`src/hw/rtl/bfr_pkg.sv`:
```
// bfr_pkg: shared types, codes and sizes for the MSB-first bit field reader.
// No dependencies.
package bfr_pkg;

    localparam int DEF_MAX_FIELD_BITS = 32;
    localparam int DEF_BUFFER_BITS    = 40;

    localparam int OPCODE_W   = 2;
    localparam int BYTE_W     = 8;
    localparam int BITCNT_W   = 6;
    localparam int BYTECNT_W  = 3;
    localparam int VALUE_W    = 32;
    localparam int STATUS_W   = 2;
    localparam int HELD_W     = 6;
    localparam int CALC_W     = 7;

    localparam logic [OPCODE_W-1:0] OP_PUSH    = 2'd0;
    localparam logic [OPCODE_W-1:0] OP_READ    = 2'd1;
    localparam logic [OPCODE_W-1:0] OP_ALIGN   = 2'd2;
    localparam logic [OPCODE_W-1:0] OP_READ_LE = 2'd3;

    localparam logic [STATUS_W-1:0] ST_OK    = 2'd0;
    localparam logic [STATUS_W-1:0] ST_SHORT = 2'd1;
    localparam logic [STATUS_W-1:0] ST_FULL  = 2'd2;

    typedef struct packed {
        logic [OPCODE_W-1:0]  opcode;
        logic [BYTE_W-1:0]    data_byte;
        logic [BITCNT_W-1:0]  bit_count;
        logic                 sign_extend;
        logic [BYTECNT_W-1:0] byte_count;
    } bfr_item_t;

    typedef struct packed {
        logic [VALUE_W-1:0]  value;
        logic [STATUS_W-1:0] status;
        logic [HELD_W-1:0]   bits_held;
    } bfr_result_t;

endpackage

```
`src/hw/rtl/bfr_exec.sv`:
```
// bfr_exec: bit buffer and held count registers with the combinational
// push / read / align / little-endian read logic. Depends on bfr_pkg.
module bfr_exec #(
    parameter int MAX_FIELD_BITS = bfr_pkg::DEF_MAX_FIELD_BITS,
    parameter int BUFFER_BITS    = bfr_pkg::DEF_BUFFER_BITS
) (
    input  logic                clk,
    input  logic                rst_n,
    input  logic                fire,
    input  bfr_pkg::bfr_item_t  item,
    output bfr_pkg::bfr_result_t result
);
    import bfr_pkg::*;

    localparam int CNT_W = $clog2(BUFFER_BITS + 1);
    localparam int CAP   = (BUFFER_BITS / 8) * 8;

    logic [BUFFER_BITS-1:0] buf_reg, buf_next;
    logic [CNT_W-1:0]       held_reg, held_next;

    logic [CALC_W-1:0]      held_c;
    logic [CALC_W-1:0]      aligned_c;
    logic [CALC_W-1:0]      nbits_c;
    logic [BITCNT_W-1:0]    nbits;
    logic [BYTECNT_W-1:0]   nbytes;
    logic [CALC_W-1:0]      le_bits_c;
    logic [CALC_W-1:0]      new_held_c;
    logic [VALUE_W-1:0]     field_mask;
    logic [VALUE_W-1:0]     field_raw;
    logic [VALUE_W-1:0]     field_val;
    logic [VALUE_W-1:0]     le_raw;
    logic [VALUE_W-1:0]     le_rev;
    logic [VALUE_W-1:0]     le_val;
    logic [4:0]             le_shift;
    logic [4:0]             sign_idx;
    logic                   update;

    assign held_c    = CALC_W'(held_reg);
    assign aligned_c = held_c & ~CALC_W'(7);

    assign nbits   = (item.bit_count > BITCNT_W'(MAX_FIELD_BITS))
                     ? BITCNT_W'(MAX_FIELD_BITS) : item.bit_count;
    assign nbits_c = CALC_W'(nbits);
    assign nbytes  = (item.byte_count > BYTECNT_W'(4)) ? BYTECNT_W'(4) : item.byte_count;
    assign le_bits_c = CALC_W'({nbytes, 3'b000});

    assign field_mask = ~({VALUE_W{1'b1}} << nbits);
    assign field_raw  = VALUE_W'(buf_reg >> (held_c - nbits_c)) & field_mask;
    assign sign_idx   = 5'(nbits - BITCNT_W'(1));

    always_comb
    begin
        field_val = field_raw;
        if (item.sign_extend && nbits < BITCNT_W'(32) && field_raw[sign_idx])
        begin
            field_val = field_raw | ~field_mask;
        end
    end

    assign le_raw = VALUE_W'(buf_reg >> (aligned_c - le_bits_c));

    always_comb
    begin
        for (int k = 0; k < 4; k++)
        begin
            le_rev[8*k +: 8] = le_raw[8*(3-k) +: 8];
        end
    end

    assign le_shift = {2'(3'd4 - nbytes), 3'b000};
    assign le_val   = le_rev >> le_shift;

    always_comb
    begin
        result.value  = '0;
        result.status = ST_OK;
        update        = 1'b0;
        new_held_c    = held_c;
        buf_next      = buf_reg;
        case (item.opcode)
            OP_PUSH:
            begin
                if (held_c + CALC_W'(8) > CALC_W'(CAP))
                begin
                    result.status = ST_FULL;
                end
                else
                begin
                    update     = 1'b1;
                    new_held_c = held_c + CALC_W'(8);
                    buf_next   = {buf_reg[BUFFER_BITS-9:0], item.data_byte};
                end
            end
            OP_READ:
            begin
                if (nbits_c == '0)
                begin
                    result.status = ST_OK;
                end
                else if (nbits_c > held_c)
                begin
                    result.status = ST_SHORT;
                end
                else
                begin
                    update       = 1'b1;
                    new_held_c   = held_c - nbits_c;
                    result.value = field_val;
                end
            end
            OP_ALIGN:
            begin
                update     = 1'b1;
                new_held_c = aligned_c;
            end
            default:
            begin
                if (nbytes == '0)
                begin
                    result.status = ST_OK;
                end
                else if (le_bits_c > aligned_c)
                begin
                    result.status = ST_SHORT;
                end
                else
                begin
                    update       = 1'b1;
                    new_held_c   = aligned_c - le_bits_c;
                    result.value = le_val;
                end
            end
        endcase
        held_next = CNT_W'(new_held_c);
        buf_next  = buf_next & ~({BUFFER_BITS{1'b1}} << new_held_c);
        result.bits_held = HELD_W'(held_next);
    end

    always_ff @(posedge clk or negedge rst_n)
    begin
        if (!rst_n)
        begin
            buf_reg  <= '0;
            held_reg <= '0;
        end
        else if (fire && update)
        begin
            buf_reg  <= buf_next;
            held_reg <= held_next;
        end
    end

endmodule

```
`src/hw/rtl/msb_first_bit_field_reader.sv`:
```
// msb_first_bit_field_reader: MSB-first bitstream field extractor, top level.
// An accepted beat is captured in the item register; its result is loaded into
// the result register when the beat fires, which out_stall can hold off.
// Throughput: one beat per cycle while out_stall is low.
// Reset (rst_n, async, active low) empties the bit buffer and both stages.
// Depends on bfr_pkg and bfr_exec.
module msb_first_bit_field_reader #(
    parameter int MAX_FIELD_BITS = bfr_pkg::DEF_MAX_FIELD_BITS,
    parameter int BUFFER_BITS    = bfr_pkg::DEF_BUFFER_BITS
) (
    input  logic                            clk,
    input  logic                            rst_n,
    input  logic                            in_valid,
    output logic                            in_stall,
    input  logic [bfr_pkg::OPCODE_W-1:0]    opcode,
    input  logic [bfr_pkg::BYTE_W-1:0]      data_byte,
    input  logic [bfr_pkg::BITCNT_W-1:0]    bit_count,
    input  logic                            sign_extend,
    input  logic [bfr_pkg::BYTECNT_W-1:0]   byte_count,
    output logic                            out_valid,
    input  logic                            out_stall,
    output logic [bfr_pkg::VALUE_W-1:0]     value,
    output logic [bfr_pkg::STATUS_W-1:0]    status,
    output logic [bfr_pkg::HELD_W-1:0]      bits_held
);
    import bfr_pkg::*;

    logic        in_valid_reg;
    bfr_item_t   item_reg;
    logic        out_valid_reg;
    bfr_result_t res_reg;
    bfr_result_t res_next;
    logic        out_load;
    logic        fire;
    logic        accept;

    assign out_load = !out_valid_reg || !out_stall;
    assign fire     = in_valid_reg && out_load;
    assign in_stall = in_valid_reg && !out_load;
    assign accept   = in_valid && !in_stall;

    bfr_exec #(
        .MAX_FIELD_BITS (MAX_FIELD_BITS),
        .BUFFER_BITS    (BUFFER_BITS)
    ) u_exec (
        .clk    (clk),
        .rst_n  (rst_n),
        .fire   (fire),
        .item   (item_reg),
        .result (res_next)
    );

    always_ff @(posedge clk or negedge rst_n)
    begin
        if (!rst_n)
        begin
            in_valid_reg  <= 1'b0;
            out_valid_reg <= 1'b0;
        end
        else
        begin
            if (accept)
            begin
                in_valid_reg <= 1'b1;
            end
            else if (fire)
            begin
                in_valid_reg <= 1'b0;
            end
            if (out_load)
            begin
                out_valid_reg <= fire;
            end
        end
    end

    always_ff @(posedge clk)
    begin
        if (accept)
        begin
            item_reg.opcode      <= opcode;
            item_reg.data_byte   <= data_byte;
            item_reg.bit_count   <= bit_count;
            item_reg.sign_extend <= sign_extend;
            item_reg.byte_count  <= byte_count;
        end
        if (fire)
        begin
            res_reg <= res_next;
        end
    end

    assign out_valid = out_valid_reg;
    assign value     = res_reg.value;
    assign status    = res_reg.status;
    assign bits_held = res_reg.bits_held;

endmodule
```
`config.mk`:
```
export PLATFORM = sky130hd
export DESIGN_NAME = msb_first_bit_field_reader
export DESIGN_NICKNAME = d
export VERILOG_FILES = /design/src/hw/rtl/bfr_pkg.sv /design/src/hw/rtl/bfr_exec.sv /design/src/hw/rtl/msb_first_bit_field_reader.sv
export SDC_FILE = /design/constraint.sdc
export NUM_CORES = 1
export LEC_CHECK = 0
export BUFFER_PORTS_ARGS = -buffer_cell sky130_fd_sc_hd__buf_4
export CAP_MARGIN = 5
export CORE_ASPECT_RATIO = 0.6
export CORE_UTILIZATION = 40
export CTS_BUF_LIST = sky130_fd_sc_hd__clkbuf_4 sky130_fd_sc_hd__clkbuf_8
export CTS_CLUSTER_DIAMETER = 40
export DETAILED_ROUTE_END_ITERATION = 16
export GPL_ROUTABILITY_DRIVEN = 0
export SYNTH_ARGS = -nofsm -noshare
export SYNTH_HDL_FRONTEND = slang
export SYNTH_SLANG_ARGS = --single-unit
```
`constraint.sdc`:
```
create_clock -name clk -period 4 [get_ports clk]
set_input_delay 0.2 -clock clk [delete_from_list [all_inputs] [get_ports clk]]
set_output_delay 0.2 -clock clk [all_outputs]
set_load 0.03 [all_outputs]
```
---- Word-level counts from Yosys, hierarchy flattened ----
Index checks and enable logic that the tools add are counted.
operators by class
  add/subtract/negate cells ............... 5
  shift-type cells ........................ 5
  equality and inequality tests ........... 2
  order comparisons ....................... 7
  bitwise operators ....................... 6
  reduce and logical (&&, ||, !) cells .... 16
  mux-type cells .......................... 32
operators with widths
  operator                 number
  $mux W32                 5
  $mux W40                 2
  $shr A40 B7 Y32          2
  $not A32 Y32             2
  $pmux W32 S2             1
  $and A40 B40 Y40         1
  $not A40 Y40             1
  $shl A40 B7 Y40 const A  1
  $mux W7                  5
  $and A32 B32 Y32         1
  $or A32 B32 Y32          1
  $shl A32 B6 Y32 const A  1
  $shr A32 B5 Y32          1
  $pmux W7 S3              1
  $sub A6 B6 Y7            2
  $gt A6 B6 Y1             2
  $mux W1                  10
  $add A6 B4 Y7 const B    1
  $gt A7 B6 Y1 const B     1
  $logic_not A7 Y1         1
  $gt A6 B6 Y1 const B     1
  $logic_and A1 B1 Y1      6
  $lt A5 B6 Y1 const B     1
  $lt A6 B6 Y1 const B     1
  other kinds (17)         22
storage, ports and cells
  word-level logic and storage cells ...... 85
  output and inout port bits .............. 42
  input bits .............................. 24
  bits in registers ....................... 108

---- Depth between registers and ports, before layout ----
  depth in word-level cells ............... 12
  depth in mapped cells ................... 19

---- By module ----
Synthesis repeated with hierarchy kept, for this count alone.
unflattened totals
  cell total of the unflattened synthesis .. 1172
  area total of the unflattened synthesis .. 9818.2 µm²
by module, submodules not included
  module                      cells each  seq. area each (µm²)  instances  area each (µm²)
  bfr_exec                    1104        1151.1                1          7923.8
  msb_first_bit_field_reader  68          1851.8                1          1894.3

---- Least setup slack after synthesis ----
Ideal clock, no wire load.
  path type ............................... register -> register
  start ................................... register item_reg[9] (netlist name)
  end ..................................... register res_reg, in the netlist value[23] (data pin)
  stages on the path, launching flop included .. 16
  clock period less this slack ............ 4.392 ns
  slack ................................... -0.392 ns
  setup time .............................. 0.261 ns
  arrival time ............................ 4.131 ns
  cells stage by stage .................... edfxtp_1 > nor2b_1 > clkbuf_1 > ha_1 > fa_1 > inv_2 > buf_2 > buf_1 > mux2i_1 > mux2i_1 > o211ai_1 > o22ai_1 > a221oi_1 > nor4_2 > o31a_1 > a221o_1
RTL lines
  item                    line                              text
  start: declaration      msb_first_bit_field_reader.sv:29  bfr_item_t item_reg;
  end signal: assignment  msb_first_bit_field_reader.sv:89  res_reg <= res_next;
  end: declaration        msb_first_bit_field_reader.sv:31  bfr_result_t res_reg;

==> results by group <==
Status
  – Status: complete, but fails checks
  – Failing checks: negative setup slack

Clock tree
  – CTS clock-pin slew for the worst setup and hold paths: approximately 0.12 ns
  – CTS max path bufs: 2
  – Clock Tree Root: clkbuf_8
  – H-tree depth: 3
  – TritonCTS buffer count: 9
  – Skew-Pair Late Insertion Delay: around 0.42 ns
  – CTS tree: built
  – Clock sink count: about 110

Timing
  – F_max: 218 MHz
  – Setup WS post-layout: -0.579 ns
  – Relative slew slack: about an eighth
  – Slew @ Worst Pin: roughly 1.3 ns
  – Fin crit period: approximately 4.6 ns
  – Tcrit/Tclk final: 114%
  – Final setup fails: 31
  – Final hold violation count: 0
  – Hold_ws: 0.336 ns
  – RSZ-0062 raised after global routing: yes
  – Clock Skew: about 0.019 ns
  – Final Max Tran Viols: 0

Setup path
  – Peak fanout along the critical path: 6
  – Crit Reg-Reg Endpoint: value[2]
  – Crit path launch type: flop
  – Crit-path max cell delay: roughly 0.55 ns
  – CP endpoint kind: flop
  – Worst reg2reg path depth: 20
  – Critical Path RT: between 4 and 5 ns
  – R2r startpoint: item_reg[9]
  – Critical Path AT: between 4 and 5 ns
  – Critical path class: flop to flop
  – Worst path cell trace: buf_6 -> nor2b_4 -> ha_4 -> fa_2 -> xor2_4 -> buf_6 -> buf_12 -> mux4_2 -> inv_2 -> buf_4 -> nand2_1 -> a221oi_2 -> nand4_1 -> a31o_1 -> a221oi_4 -> buf_6 -> o31a_1 -> buf_12 -> buf_4 -> a21o_1
  – Slack of the worst reg-to-reg path: -0.58 ns
  – Most frequent CP cell: buf_6
  – Slowest-stage cell, CP: mux4_2

Die
  – Top Ports: 66
  – Row cnt: 44
  – Die width: approximately 210 um
  – Area of the core: between 20000 and 25000 um2
  – Initial core utilization: 41.1%
  – Die Height: 124 um
  – Die area: between 20000 and 30000 um2

Final layout
  – Fill cells: just over 2000
  – Share of cells above drive strength 1: 39.6%
  – Area delta synth->final: 47.6%
  – Commonest cells after routing, fill and taps aside: 374 x buf_4, 144 x nand2_1, 86 x mux2i_1
  – Multi-input gate area: ~7300 um2
  – Largest register FFs: 40
  – Nets@finish: roughly 1600
  – Reg area: approximately 3000 um2
  – Leading cell type in the layout, fill and taps excluded: buf_4

Logic synthesis
  – Synth async-reset ratio: about 44%
  – Register area share after synthesis: between 30% and 40%
  – Post-synth top area cell: edfxtp_1
  – Ys Warns: 0
  – Syn Nets: around 1200
  – Yosys top cell area share: a little under a fifth
  – Synth Cell Area: about 10000 um2
  – Seq cells post-synth: roughly 110
  – Number of synthesized flops with an enable pin: 60
  – Synth Area per Inst: 8.74 um2
  – Synth unique cells: between 80 and 90
  – Top FF cell, synth: edfxtp_1
  – Post-Syn Instances: roughly 1100
  – Top cells by area, synth: edfxtp_1 18%, dfrtp_1 12%, mux2i_1 11%

Global route
  – Vias in the first global route: 10900
  – Largest net degree at the start of global routing: 59
  – All-Layer GR Usage: between 30 and 40%
  – Initial antenna violation count: 2
  – Remaining Overflow, GRT: 0
  – First-pass GRT wire length: about 67 mm

Drt
  – 1st-pass router iterations: 11
  – Wire per inst: between 20 and 30 um
  – Starting DRT DRC Count: between 2000 and 2500
  – Post-Route WL: approximately 48 mm
  – Routed Antenna Nets: 0
  – Via density: between 6 and 7
  – Vias: roughly 12000
  – DR DRC count: 0

Place
  – PortBufs: between 60 and 70
  – DP Wirelength: 34.8 mm

Pwr
  – Leak: a little over 6 nW
  – Pwr/cell area: approximately 900 nW/um2
  – Max rail drop VDD: 0.000646 V
  – Total power: roughly 13 mW

Min path
  – Hold WC Path Type: primary input to asynchronous set/reset pin

Flow run
  – Max Cap Viol: 0
[cell type report]
cell class | count | area share, %
diodes | 1 | 0.0170
clock buffers | 10 | 0.891
clock inverters | 6 | 0.322
inverters | 28 | 0.747
multi-input cells | 927 | 49.4
flip-flops and latches | 108 | 20.4
well taps | 322 | 2.73
repair buffers | 442 | 25.5
[where the power goes]
group / internal [mW] / total (mW) / switching (mW)
Clock: 0.241 / 0.675 / 0.434
Combinational: 5.02 / 11.0 / 5.96
Sequential: 1.37 / 1.59 / 0.225
[worst max-delay path, delay by kind of cell (launching register included)]
family / cells / cell delay, ns
compound gates: 5 / 1.31
simple gates: 3 / 0.34
xor+xnor: 1 / 0.19
flops: 1 / 0.43
fa+ha+maj: 2 / 0.61
buf+inv: 8 / 1.04
mux: 1 / 0.55
[synth_stat cells, types with 5 or more instances]
cell and instances:
a22o_1 5, buf_2 15, nand4_1 10, a21boi_0 8
mux2i_1 109, nor2_1 76, buf_4 5, dfrtp_1 48
buf_6 7, o31ai_1 5, a21o_1 30, nand2_1 147
nand2b_1 12, a211oi_1 16, a31o_2 5, a31oi_1 16
o22ai_1 22, and3_1 5, o221ai_1 12, nor4_1 10
clkbuf_1 46, o21ai_1 13, mux2_2 31, buf_1 10
nand3_1 34, a21oi_1 63, a32oi_1 11, a32o_1 28
o21ai_0 59, a22oi_1 15, o211ai_1 16, ha_1 15
nor3_1 17, a221o_1 6, edfxtp_1 60, and2_1 8
nor2b_1 15, inv_1 26, or2_2 6, mux4_2 11
or3_1 7
[worst max-delay path by stage]
stage,start,endpoint,slack [ns],depth (start not counted)
after CTS,item_reg[9],value[18],-0.35,18
after global routing,item_reg[9],value[5],-0.58,20
after global placement,item_reg[4],value[18],-0.53,17
after detailed placement,item_reg[4],value[31],-0.65,15
final,item_reg[9],value[2],-0.58,20
after floorplan,item_reg[4],value[23],0.008,13
[through the flow]
step / std cells / instance area, um2 / setup TNS, ns / setup slack (ns) / utilization, %
after global routing: 1844 / 14700 / -14.88 / -0.577 / 60.6
final: 1844 / 14700 / -14.39 / -0.579 / 60.6
after detailed placement: 1722 / 12800 / -19.27 / -0.648 / 52.5
after floorplan: 1143 / 10100 / 0 / 0.00833 / -
after CTS: 1800 / 13900 / -8.08 / -0.350 / 57.3
after global placement: 1722 / 12800 / -15.79 / -0.526 / 52.5
[metal layers]
layer  share of wire (%)  up-vias  global-route usage (%)
li1                    -     5186                       -
met1                  40     5745                    49.7
met2                  37      997                    44.8
met5                0.81        -                    5.16
met3                  18      236                    21.0
met4                 3.6       12                    8.00
[cell families (layout without fill, tap and decap cells)]
| kind of cell | Yosys count | count (layout) | synth area share [%] |
|---|---|---|---|
| AOI/OAI and AO/OA | 383 | 386 | 27.2 |
| and+or+nand+nor | 361 | 361 | 16.8 |
| muxes | 152 | 152 | 17.1 |
| buffers and inverters | 111 | 486 | 5.07 |
| DFF | 108 | 108 | 30.0 |
| adders and majority gates | 18 | 18 | 2.48 |
| xor gates and xnor gates | 10 | 10 | 1.29 |
| other | 0 | 1 | 0 |
[repair_timing]
item / 4_1_cts / 5_1_grt
endpoints found under the setup margin: 54 / 71
cloned: 5 / 3
endpoints found under the hold margin: 70 / 0
buffers inserted: 35 / 43
hold buffers: 23 / 0
pin swaps: 26 / 46
gates resized for setup: 69 / 95
No activity file was read; power rests on OpenSTA's default activity.
